==> src/rtl/core/rgf_pkg.sv <==
// ----------------------------------------------------------------------------
// rgf_pkg: shared definitions for the robust GARCH residual filter
// Register indexes, fixed-point constants and the status group of the
// shared divide/square-root unit.
// ----------------------------------------------------------------------------
package rgf_pkg;

    // Configuration register indexes.
    localparam logic [2:0] CFG_OMEGA     = 3'd0;
    localparam logic [2:0] CFG_ALPHA     = 3'd1;
    localparam logic [2:0] CFG_BETA      = 3'd2;
    localparam logic [2:0] CFG_THRESHOLD = 3'd3;
    localparam logic [2:0] CFG_INIT_VAR  = 3'd4;

    // Register reset values.
    localparam logic [23:0] OMEGA_RESET     = 24'd0;
    localparam logic [15:0] ALPHA_RESET     = 16'd3277;
    localparam logic [15:0] BETA_RESET      = 16'd58982;
    localparam logic [15:0] THRESHOLD_RESET = 16'd2304;
    localparam logic [31:0] INIT_VAR_RESET  = 32'd16777216;

    // Damping factor 1.005018 in Q1.16.
    localparam logic [31:0] DAMP_Q16 = 32'd65865;

    // Status reported by the divide/square-root unit.
    typedef struct packed {
        logic busy;
        logic done;
    } ds_status_t;

endpackage

==> src/rtl/core/rgf_mul.sv <==
// ----------------------------------------------------------------------------
// rgf_mul: shared registered multiplier
// One unsigned 32 x 32 product per cycle, result registered.
// ----------------------------------------------------------------------------
module rgf_mul (
    input  logic        aclk,
    input  logic [31:0] op_a,
    input  logic [31:0] op_b,
    output logic [63:0] prod
);

    logic [63:0] prod_reg;
    logic [63:0] prod_next;

    // Product of the operands chosen by the sequencer.
    assign prod_next = op_a * op_b;

    always_ff @(posedge aclk) begin
        prod_reg <= prod_next;
    end

    assign prod = prod_reg;

endmodule

==> src/rtl/core/rgf_divsqrt.sv <==
// ----------------------------------------------------------------------------
// rgf_divsqrt: iterative divide then square root
// One compare-and-subtract unit does 64 restoring division steps and then
// 32 digit-by-digit square root steps on the quotient.
// ----------------------------------------------------------------------------
module rgf_divsqrt (
    input  logic                aclk,
    input  logic                aresetn,
    input  logic                start,
    input  logic [63:0]         dividend,
    input  logic [31:0]         divisor,
    output rgf_pkg::ds_status_t status,
    output logic [31:0]         root
);

    localparam logic [5:0] DIV_LAST  = 6'd63;
    localparam logic [5:0] SQRT_LAST = 6'd31;

    logic        busy_reg, busy_next;
    logic        done_reg, done_next;
    logic        sqrt_reg, sqrt_next;
    logic [5:0]  cnt_reg, cnt_next;
    logic [63:0] x_reg, x_next;
    logic [35:0] rem_reg, rem_next;
    logic [31:0] root_reg, root_next;
    logic [31:0] d_reg, d_next;

    logic [35:0] shifted;
    logic [35:0] trial;
    logic [35:0] diff;
    logic        ge;

    // Shared compare and subtract.
    always_comb begin
        if (sqrt_reg) begin
            shifted = {rem_reg[33:0], x_reg[63:62]};
            trial   = {2'b00, root_reg, 2'b01};
        end else begin
            shifted = {rem_reg[34:0], x_reg[63]};
            trial   = {4'b0000, d_reg};
        end
        ge   = (shifted >= trial);
        diff = shifted - trial;
    end

    // Step sequencing: division phase, then square root phase.
    always_comb begin
        busy_next = busy_reg;
        done_next = 1'b0;
        sqrt_next = sqrt_reg;
        cnt_next  = cnt_reg;
        x_next    = x_reg;
        rem_next  = rem_reg;
        root_next = root_reg;
        d_next    = d_reg;
        if (start && !busy_reg) begin
            busy_next = 1'b1;
            sqrt_next = 1'b0;
            cnt_next  = '0;
            x_next    = dividend;
            rem_next  = '0;
            root_next = '0;
            d_next    = divisor;
        end else if (busy_reg) begin
            cnt_next = cnt_reg + 6'd1;
            rem_next = ge ? diff : shifted;
            if (sqrt_reg) begin
                x_next    = {x_reg[61:0], 2'b00};
                root_next = {root_reg[30:0], ge};
                if (cnt_reg == SQRT_LAST) begin
                    busy_next = 1'b0;
                    done_next = 1'b1;
                end
            end else begin
                x_next = {x_reg[62:0], ge};
                if (cnt_reg == DIV_LAST) begin
                    // Quotient complete; the root starts from a clear remainder.
                    sqrt_next = 1'b1;
                    cnt_next  = '0;
                    rem_next  = '0;
                end
            end
        end
    end

    always_ff @(posedge aclk) begin
        if (!aresetn) begin
            busy_reg <= 1'b0;
            done_reg <= 1'b0;
            sqrt_reg <= 1'b0;
            cnt_reg  <= '0;
        end else begin
            busy_reg <= busy_next;
            done_reg <= done_next;
            sqrt_reg <= sqrt_next;
            cnt_reg  <= cnt_next;
        end
    end

    always_ff @(posedge aclk) begin
        x_reg    <= x_next;
        rem_reg  <= rem_next;
        root_reg <= root_next;
        d_reg    <= d_next;
    end

    assign status.busy = busy_reg;
    assign status.done = done_reg;
    assign root        = root_reg;

    // A finished result never coincides with work in progress.
    a_done_not_busy: assert property (@(posedge aclk) disable iff (!aresetn)
        done_reg |-> !busy_reg)
        else $error("divsqrt done while busy");

    // The count stays inside the square root range in that phase.
    a_sqrt_count: assert property (@(posedge aclk) disable iff (!aresetn)
        (busy_reg && sqrt_reg) |-> (cnt_reg <= SQRT_LAST))
        else $error("divsqrt root count out of range");

    // A start while idle always makes the unit busy.
    a_start_busy: assert property (@(posedge aclk) disable iff (!aresetn)
        (start && !busy_reg) |=> busy_reg)
        else $error("divsqrt did not start");

endmodule

==> src/rtl/core/robust_garch_residual_filter.sv <==
// ----------------------------------------------------------------------------
// robust_garch_residual_filter: robust GARCH(1,1) variance and residual
// Updates the conditional variance from the previous sample, damping
// outliers, and reports the standardized residual of each return.
// ----------------------------------------------------------------------------
// Each sample runs the variance update on the shared multiplier, then the
// 96-step divide and square root unit; the first sample of a series, or after
// reset, starts from the initial variance and skips the update.
// The next sample is taken only once the result of the last sits in the
// output register; samples do not overlap.
// Reset (aresetn low, synchronous) restores register defaults and clears history.
module robust_garch_residual_filter (
    input  logic               aclk,
    input  logic               aresetn,
    input  logic               cfg_wr_en,
    input  logic [2:0]         cfg_addr,
    input  logic [31:0]        cfg_wdata,
    input  logic               s_valid,
    output logic               s_ready,
    input  logic               s_series_start,
    input  logic signed [23:0] s_ret_sample,
    output logic               m_valid,
    input  logic               m_ready,
    output logic signed [23:0] m_residual,
    output logic [31:0]        m_variance,
    output logic               m_outlier_used,
    output logic               m_saturated
);

    localparam logic [3:0] S_IDLE   = 4'd0;
    localparam logic [3:0] S_PR2    = 4'd1;
    localparam logic [3:0] S_LIM    = 4'd2;
    localparam logic [3:0] S_CMP    = 4'd3;
    localparam logic [3:0] S_ALO    = 4'd4;
    localparam logic [3:0] S_AHI    = 4'd5;
    localparam logic [3:0] S_BETA   = 4'd6;
    localparam logic [3:0] S_AD     = 4'd7;
    localparam logic [3:0] S_ADPV   = 4'd8;
    localparam logic [3:0] S_ROUND  = 4'd9;
    localparam logic [3:0] S_R2     = 4'd10;
    localparam logic [3:0] S_DSTART = 4'd11;
    localparam logic [3:0] S_WAIT   = 4'd12;
    localparam logic [3:0] S_DONE   = 4'd13;

    localparam logic [23:0] CAP_POS = 24'h7FFFFF;
    localparam logic [23:0] CAP_NEG = 24'h800000;

    // Configuration registers.
    logic [23:0] omega_reg;
    logic [15:0] alpha_reg;
    logic [15:0] beta_reg;
    logic [15:0] thr_reg;
    logic [31:0] init_var_reg;

    always_ff @(posedge aclk) begin
        if (!aresetn) begin
            omega_reg    <= rgf_pkg::OMEGA_RESET;
            alpha_reg    <= rgf_pkg::ALPHA_RESET;
            beta_reg     <= rgf_pkg::BETA_RESET;
            thr_reg      <= rgf_pkg::THRESHOLD_RESET;
            init_var_reg <= rgf_pkg::INIT_VAR_RESET;
        end else if (cfg_wr_en) begin
            case (cfg_addr)
                rgf_pkg::CFG_OMEGA:     omega_reg    <= cfg_wdata[23:0];
                rgf_pkg::CFG_ALPHA:     alpha_reg    <= cfg_wdata[15:0];
                rgf_pkg::CFG_BETA:      beta_reg     <= cfg_wdata[15:0];
                rgf_pkg::CFG_THRESHOLD: thr_reg      <= cfg_wdata[15:0];
                rgf_pkg::CFG_INIT_VAR:  init_var_reg <= cfg_wdata;
                default: ;
            endcase
        end
    end

    // Sequencer and working registers.
    logic [3:0]  state_reg, state_next;
    logic        hist_reg, hist_next;
    logic [23:0] prev_ret_reg, prev_ret_next;
    logic [31:0] prev_var_reg, prev_var_next;
    logic        start_reg, start_next;
    logic [23:0] ret_reg, ret_next;
    logic [23:0] rmag_reg, rmag_next;
    logic        neg_reg, neg_next;
    logic [46:0] pr2_reg, pr2_next;
    logic [63:0] acc_reg, acc_next;
    logic [51:0] sum_reg, sum_next;
    logic [31:0] h_reg, h_next;
    logic        outl_reg, outl_next;
    logic        sat_reg, sat_next;
    logic [23:0] mres_reg, mres_next;

    // Output register.
    logic               m_valid_reg, m_valid_next;
    logic signed [23:0] m_residual_reg, m_residual_next;
    logic [31:0]        m_variance_reg, m_variance_next;
    logic               m_outl_reg, m_outl_next;
    logic               m_sat_reg, m_sat_next;

    // Shared units.
    logic [31:0]         op_a;
    logic [31:0]         op_b;
    logic [63:0]         prod;
    logic                ds_start;
    logic [63:0]         ds_dividend;
    rgf_pkg::ds_status_t ds_status;
    logic [31:0]         ds_root;

    rgf_mul u_mul (
        .aclk (aclk),
        .op_a (op_a),
        .op_b (op_b),
        .prod (prod)
    );

    rgf_divsqrt u_divsqrt (
        .aclk     (aclk),
        .aresetn  (aresetn),
        .start    (ds_start),
        .dividend (ds_dividend),
        .divisor  (h_reg),
        .status   (ds_status),
        .root     (ds_root)
    );

    logic [23:0] pmag;
    logic [23:0] in_mag;
    logic [63:0] lim;
    logic [17:0] ad;
    logic [17:0] ad_beta;
    logic [51:0] rounded;
    logic [23:0] cap;

    // Magnitudes of the previous and the incoming return.
    assign pmag   = prev_ret_reg[23] ? (~prev_ret_reg + 24'd1) : prev_ret_reg;
    assign in_mag = s_ret_sample[23] ? (~s_ret_sample + 24'sd1) : s_ret_sample;

    assign lim     = {prod[55:0], 8'd0};
    assign ad      = 18'((prod[33:0] + 34'h8000) >> 16);
    assign ad_beta = ad + {2'b00, beta_reg};
    assign rounded = sum_reg + 52'h8000;
    assign cap     = neg_reg ? CAP_NEG : CAP_POS;

    assign ds_dividend = {prod[47:0], 16'd0};
    assign s_ready     = (state_reg == S_IDLE);

    always_comb begin
        state_next      = state_reg;
        hist_next       = hist_reg;
        prev_ret_next   = prev_ret_reg;
        prev_var_next   = prev_var_reg;
        start_next      = start_reg;
        ret_next        = ret_reg;
        rmag_next       = rmag_reg;
        neg_next        = neg_reg;
        pr2_next        = pr2_reg;
        acc_next        = acc_reg;
        sum_next        = sum_reg;
        h_next          = h_reg;
        outl_next       = outl_reg;
        sat_next        = sat_reg;
        mres_next       = mres_reg;
        m_valid_next    = m_valid_reg && !m_ready;
        m_residual_next = m_residual_reg;
        m_variance_next = m_variance_reg;
        m_outl_next     = m_outl_reg;
        m_sat_next      = m_sat_reg;
        op_a            = '0;
        op_b            = '0;
        ds_start        = 1'b0;
        case (state_reg)
            S_IDLE: begin
                if (s_valid) begin
                    start_next = s_series_start;
                    ret_next   = s_ret_sample;
                    rmag_next  = in_mag;
                    neg_next   = s_ret_sample[23];
                    outl_next  = 1'b0;
                    sat_next   = 1'b0;
                    if (s_series_start || !hist_reg) begin
                        h_next     = init_var_reg;
                        state_next = S_R2;
                    end else begin
                        state_next = S_PR2;
                    end
                end
            end
            S_PR2: begin
                op_a       = {8'd0, pmag};
                op_b       = {8'd0, pmag};
                state_next = S_LIM;
            end
            S_LIM: begin
                pr2_next   = prod[46:0];
                op_a       = {16'd0, thr_reg};
                op_b       = prev_var_reg;
                state_next = S_CMP;
            end
            S_CMP: begin
                // Plain update when the squared return is under the limit.
                if ({17'd0, pr2_reg} < lim) begin
                    op_a       = {16'd0, alpha_reg};
                    op_b       = {8'd0, pr2_reg[23:0]};
                    state_next = S_ALO;
                end else begin
                    outl_next  = 1'b1;
                    op_a       = {16'd0, alpha_reg};
                    op_b       = rgf_pkg::DAMP_Q16;
                    state_next = S_AD;
                end
            end
            S_ALO: begin
                acc_next   = prod;
                op_a       = {16'd0, alpha_reg};
                op_b       = {9'd0, pr2_reg[46:24]};
                state_next = S_AHI;
            end
            S_AHI: begin
                acc_next   = acc_reg + {prod[39:0], 24'd0};
                op_a       = {16'd0, beta_reg};
                op_b       = prev_var_reg;
                state_next = S_BETA;
            end
            S_BETA: begin
                sum_next   = {12'd0, omega_reg, 16'd0} + 52'(acc_reg >> 16) + prod[51:0];
                state_next = S_ROUND;
            end
            S_AD: begin
                op_a       = {14'd0, ad_beta};
                op_b       = prev_var_reg;
                state_next = S_ADPV;
            end
            S_ADPV: begin
                sum_next   = {12'd0, omega_reg, 16'd0} + prod[51:0];
                state_next = S_ROUND;
            end
            S_ROUND: begin
                // Round half up to Q8.24 and clip.
                if (|rounded[51:48]) begin
                    h_next   = 32'hFFFFFFFF;
                    sat_next = 1'b1;
                end else begin
                    h_next = rounded[47:16];
                end
                state_next = S_R2;
            end
            S_R2: begin
                op_a       = {8'd0, rmag_reg};
                op_b       = {8'd0, rmag_reg};
                state_next = S_DSTART;
            end
            S_DSTART: begin
                if (rmag_reg == 24'd0) begin
                    mres_next  = '0;
                    state_next = S_DONE;
                end else if (h_reg == 32'd0) begin
                    mres_next  = cap;
                    sat_next   = 1'b1;
                    state_next = S_DONE;
                end else begin
                    ds_start   = 1'b1;
                    state_next = S_WAIT;
                end
            end
            S_WAIT: begin
                if (ds_status.done) begin
                    if (ds_root > {8'd0, cap}) begin
                        mres_next = cap;
                        sat_next  = 1'b1;
                    end else begin
                        mres_next = ds_root[23:0];
                    end
                    state_next = S_DONE;
                end
            end
            S_DONE: begin
                // Move the result into the output register once it is free.
                if (!m_valid_reg || m_ready) begin
                    m_valid_next    = 1'b1;
                    m_residual_next = neg_reg ? (~mres_reg + 24'd1) : mres_reg;
                    m_variance_next = h_reg;
                    m_outl_next     = outl_reg;
                    m_sat_next      = sat_reg;
                    prev_ret_next   = ret_reg;
                    prev_var_next   = h_reg;
                    hist_next       = 1'b1;
                    state_next      = S_IDLE;
                end
            end
            default: state_next = S_IDLE;
        endcase
    end

    always_ff @(posedge aclk) begin
        if (!aresetn) begin
            state_reg    <= S_IDLE;
            hist_reg     <= 1'b0;
            prev_ret_reg <= '0;
            prev_var_reg <= '0;
            m_valid_reg  <= 1'b0;
        end else begin
            state_reg    <= state_next;
            hist_reg     <= hist_next;
            prev_ret_reg <= prev_ret_next;
            prev_var_reg <= prev_var_next;
            m_valid_reg  <= m_valid_next;
        end
    end

    always_ff @(posedge aclk) begin
        start_reg      <= start_next;
        ret_reg        <= ret_next;
        rmag_reg       <= rmag_next;
        neg_reg        <= neg_next;
        pr2_reg        <= pr2_next;
        acc_reg        <= acc_next;
        sum_reg        <= sum_next;
        h_reg          <= h_next;
        outl_reg       <= outl_next;
        sat_reg        <= sat_next;
        mres_reg       <= mres_next;
        m_residual_reg <= m_residual_next;
        m_variance_reg <= m_variance_next;
        m_outl_reg     <= m_outl_next;
        m_sat_reg      <= m_sat_next;
    end

    assign m_valid        = m_valid_reg;
    assign m_residual     = m_residual_reg;
    assign m_variance     = m_variance_reg;
    assign m_outlier_used = m_outl_reg;
    assign m_saturated    = m_sat_reg;

    // The input side opens only while the root unit is idle.
    a_ready_unit_idle: assert property (@(posedge aclk) disable iff (!aresetn)
        s_ready |-> !ds_status.busy)
        else $error("input ready while root unit busy");

    // The root unit reports completion only while the sequencer waits for it.
    a_done_in_wait: assert property (@(posedge aclk) disable iff (!aresetn)
        ds_status.done |-> (state_reg == S_WAIT))
        else $error("root result outside wait state");

    // An input transfer always starts the sequencer.
    a_accept_leaves_idle: assert property (@(posedge aclk) disable iff (!aresetn)
        (s_valid && s_ready) |=> (state_reg != S_IDLE))
        else $error("sequencer stayed idle after transfer");

    // A sample that opens a series never reports the damped update.
    a_start_no_outlier: assert property (@(posedge aclk) disable iff (!aresetn)
        (state_reg == S_DONE && start_reg) |-> !outl_reg)
        else $error("damped update on first sample");

endmodule
==> config.mk <==
export PLATFORM = sky130hd
export DESIGN_NAME = robust_garch_residual_filter
export DESIGN_NICKNAME = d
export VERILOG_FILES = /design/src/rtl/core/rgf_pkg.sv /design/src/rtl/core/rgf_mul.sv /design/src/rtl/core/rgf_divsqrt.sv /design/src/rtl/core/robust_garch_residual_filter.sv
export SDC_FILE = /design/constraint.sdc
export NUM_CORES = 2
export LEC_CHECK = 0
export ABC_AREA = 1
export BUFFER_PORTS_ARGS = -buffer_cell sky130_fd_sc_hd__buf_2
export CAP_MARGIN = 20
export CORE_AREA = 3 3 329 331
export CTS_CLUSTER_DIAMETER = 30
export DETAILED_ROUTE_END_ITERATION = 6
export DIE_AREA = 0 0 332 334
export GPL_ROUTABILITY_DRIVEN = 0
export PLACE_DENSITY = 0.82
export SETUP_SLACK_MARGIN = 0.15
export SYNTH_ARGS = -nofsm -noshare
export SYNTH_HDL_FRONTEND = slang
export SYNTH_SLANG_ARGS = --single-unit
==> constraint.sdc <==
create_clock -name aclk -period 11.6 [get_ports aclk]
set_input_delay 0.58 -clock aclk [delete_from_list [all_inputs] [get_ports aclk]]
set_output_delay 0.58 -clock aclk [all_outputs]
set_load 0.005 [all_outputs]
==> impl_metrics.env <==
export IMPL_post_cts_buffers=0
export IMPL_path_depth=40
export IMPL_powerDensity_nw_per_um2=180
export IMPL_synthArstFlopShare=0
export IMPL_hold_viol_final=0
export IMPL_finalCritPeriodShare=0.884
export IMPL_syn_to_final_growth_pct=10.5
export IMPL_die_h_um=334
export IMPL_setup_violations_final=0
export IMPL_slowest_delay_ns=0.65
export IMPL_drtIter0Drc=9845
export IMPL_syn_avg_cell_area_um2=7.70
export IMPL_synthTopCellsByArea="fa_1 20%, edfxtp_1 16%, nand2_1 10%"
export IMPL_violations="DRC"
export IMPL_synth_most_common_cell="nand2_1"
export IMPL_crit_slowest_cell="clkinv_1"
export IMPL_synthSimpleGateAreaFrac=0.213
export IMPL_synth_cell_area_um2=68400
export IMPL_synth_xor_area_frac=0.0247
export IMPL_synth_top_family_by_area="adder cells"
export IMPL_clk_latency_ns=0.77
export IMPL_irDropWorstVdd_mv=0.153
export IMPL_initial_core_util=0.649
export IMPL_synth_compound_area_frac=0.112
export IMPL_netlist_instances=8875
export IMPL_synth_adder_area_share=0.280
export IMPL_wire_per_inst_um=23.1
export IMPL_cp_common_cell="nand2_1"
export IMPL_maxSlewHeadroom=0.220
export IMPL_hold_buffers=0
export IMPL_drive_gt1_frac=0.0635
export IMPL_startpoint_type="flip-flop"
export IMPL_yosysTopAreaCellShare=0.201
export IMPL_largest_reg_flops=64
export IMPL_core_um2=105000
export IMPL_htree_num_levels=4
export IMPL_cts_tree="done"
export IMPL_nets=10200
export IMPL_ioPinCount=125
export IMPL_clkTransAtPathRegs_ns=0.05
export IMPL_drt_total_wl_mm=243
export IMPL_setup_tns_ns=0
export IMPL_vias=65900
export IMPL_drc_errors=57
export IMPL_dpl_cell_count=10300
export IMPL_critPathRequiredTime_ns=12.20
export IMPL_cts_root_buf="clkbuf_16"
export IMPL_critical_path_class="reg2reg"
export IMPL_ys_flop_type="edfxtp_1"
export IMPL_fin_cells=10500
export IMPL_outcome="complete, but fails checks"
export IMPL_synth_seq_cells=689
export IMPL_synth_largest_area_cell="fa_1"
export IMPL_antenna_found_initial=20
export IMPL_synth_warnings=0
export IMPL_dieWidth_um=332
export IMPL_report_final_slew_viol_count=0
export IMPL_synth_distinct_cells=63
export IMPL_grt_pass1_vias=64600
export IMPL_clock_fmax_ghz=0.0976
export IMPL_synth_seq_area_share=0.257
export IMPL_grt_overflow=0
export IMPL_path_buf_inv=8
export IMPL_grt_max_degree=80
export IMPL_rsz0062_at_grt="false"
export IMPL_layout_min_cycle_time_ns=10.25
export IMPL_worstRegToRegCells=40
export IMPL_holdPathStages=1
export IMPL_yosys_top_cells_count="1847 x nand2_1, 1656 x inv_1, 996 x nor2_1"
export IMPL_cts_sinks=689
export IMPL_post_cts_resized=0
export IMPL_core_rowCount=119
export IMPL_ant_nets=0
export IMPL_maxCapViolations=0
export IMPL_end_kind="flip-flop"
export IMPL_cp_arrival_ns=10.85
export IMPL_dr_pass1_iters=7
export IMPL_crit_family="adder cells"
export IMPL_grt_pass1_wl_mm=369
export IMPL_synth_edf_count=375
export IMPL_hp_class="in2reg"
export IMPL_synthMuxAreaShare=0.000146
export IMPL_fin_skew_ns=0.0794
export IMPL_n_fill_cell=7724
export IMPL_grt_usage=0.433
export IMPL_place_port_buffers=124
export IMPL_cp_max_fo=11
export IMPL_dpl_hpwl_mm=181
export IMPL_cts_buffer_depth=3
export IMPL_vias_per_cell=6.26
export IMPL_power_leakage_nw=35.2
export IMPL_die_area_um2=111000
export IMPL_cts_inserted_buffers=145
export IMPL_tightest_slew_ns=1.16
through the flow:
| step | hold slack [ns] | total power, mW | utilization | area (µm²) | setup slack [ns] |
|---|---|---|---|---|---|
| 2_1_floorplan | 0.400 | 6.99 | - | 68500 | 3.38 |
| 3_3_place_gp | 0.409 | 8.70 | 0.667 | 70300 | 2.02 |
| 3_5_place_dp | 0.444 | 8.82 | 0.667 | 70300 | 1.91 |
| 4_1_cts | 0.0121 | 13.2 | 0.716 | 75500 | 1.78 |
| 5_1_grt | 0.0202 | 14.1 | 0.717 | 75500 | 0.974 |
| 6_report | 0.0350 | 13.6 | 0.717 | 75600 | 1.35 |
placed cells by master, fill, tap and decap left out, types with 18 or more instances in the layout:
cell / Yosys / routed
ha_1: 433 / 433
nand2_1: 1847 / 1843
o21bai_1: 34 / 34
o221ai_1: 54 / 54
or2_2: 27 / 27
nor3_1: 102 / 101
bufinv_16: 0 / 18
inv_2: 29 / 30
a21oi_1: 531 / 531
buf_2: 85 / 123
xor2_1: 120 / 120
clkbuf_16: 0 / 148
o21ai_0: 547 / 545
nand3b_1: 37 / 37
inv_1: 1656 / 1655
dfxtp_1: 314 / 313
o211ai_1: 20 / 20
buf_4: 19 / 81
nor2_1: 996 / 990
nand2_2: 17 / 19
a21o_1: 37 / 37
nand3_1: 371 / 371
xnor2_1: 73 / 73
edfxtp_1: 375 / 375
nand4_1: 68 / 68
fa_1: 686 / 686
nor4_1: 19 / 19
conb_1: 2 / 48
a31oi_1: 65 / 65
clkinv_1: 9 / 20
clkbuf_1: 135 / 23
logic make-up after synthesis:
logic type,count (synthesis)
AOI/OAI and AO/OA,1378
xor gates and xnor gates,193
adders and majority gates,1119
buffers and inverters,1964
DFF,689
muxes,1
other,2
and+or+nand+nor,3529
cell type report:
cell class	count	area [µm²]	share of cell area
clock inverter	95	1330	0.0175
timing repair buffer	206	1270	0.0168
antenna	9	22.5	0.000298
sequential	689	17600	0.232
tap	1391	1740	0.0230
inverter	1698	6380	0.0845
multi-input combinational	6268	43400	0.574
clock buffer	177	3870	0.0513
per-layer routing:
metal / share of wire / track usage / wire, µm
met1: 0.34 / 0.548 / 83100
met2: 0.40 / 0.619 / 98200
met3: 0.17 / 0.178 / 42400
met4: 0.078 / 0.262 / 18900
met5: 0.0017 / 0.0115 / 402
final timing paths:
| kind | endpoint | slack [ns] | startpoint |
|---|---|---|---|
| max reg2reg | u_mul.prod[38] | 1.35 | u_mul.prod[18] |
| min reg2reg | m_outlier_used | 0.39 | outl_reg |
| max | u_mul.prod[38] | 1.35 | u_mul.prod[18] |
| min | ret_reg[2] | 0.04 | s_ret_sample[2] |
power by group:
part / switching, mW / total, mW / internal, mW / leakage [nW]
logic: 3.88 / 5.48 / 1.60 / 26.6
clock network: 1.53 / 4.36 / 2.83 / 2.49
registers: 0.621 / 3.80 / 3.17 / 6.04
Note: power is estimated with default switching activity, not from simulation.
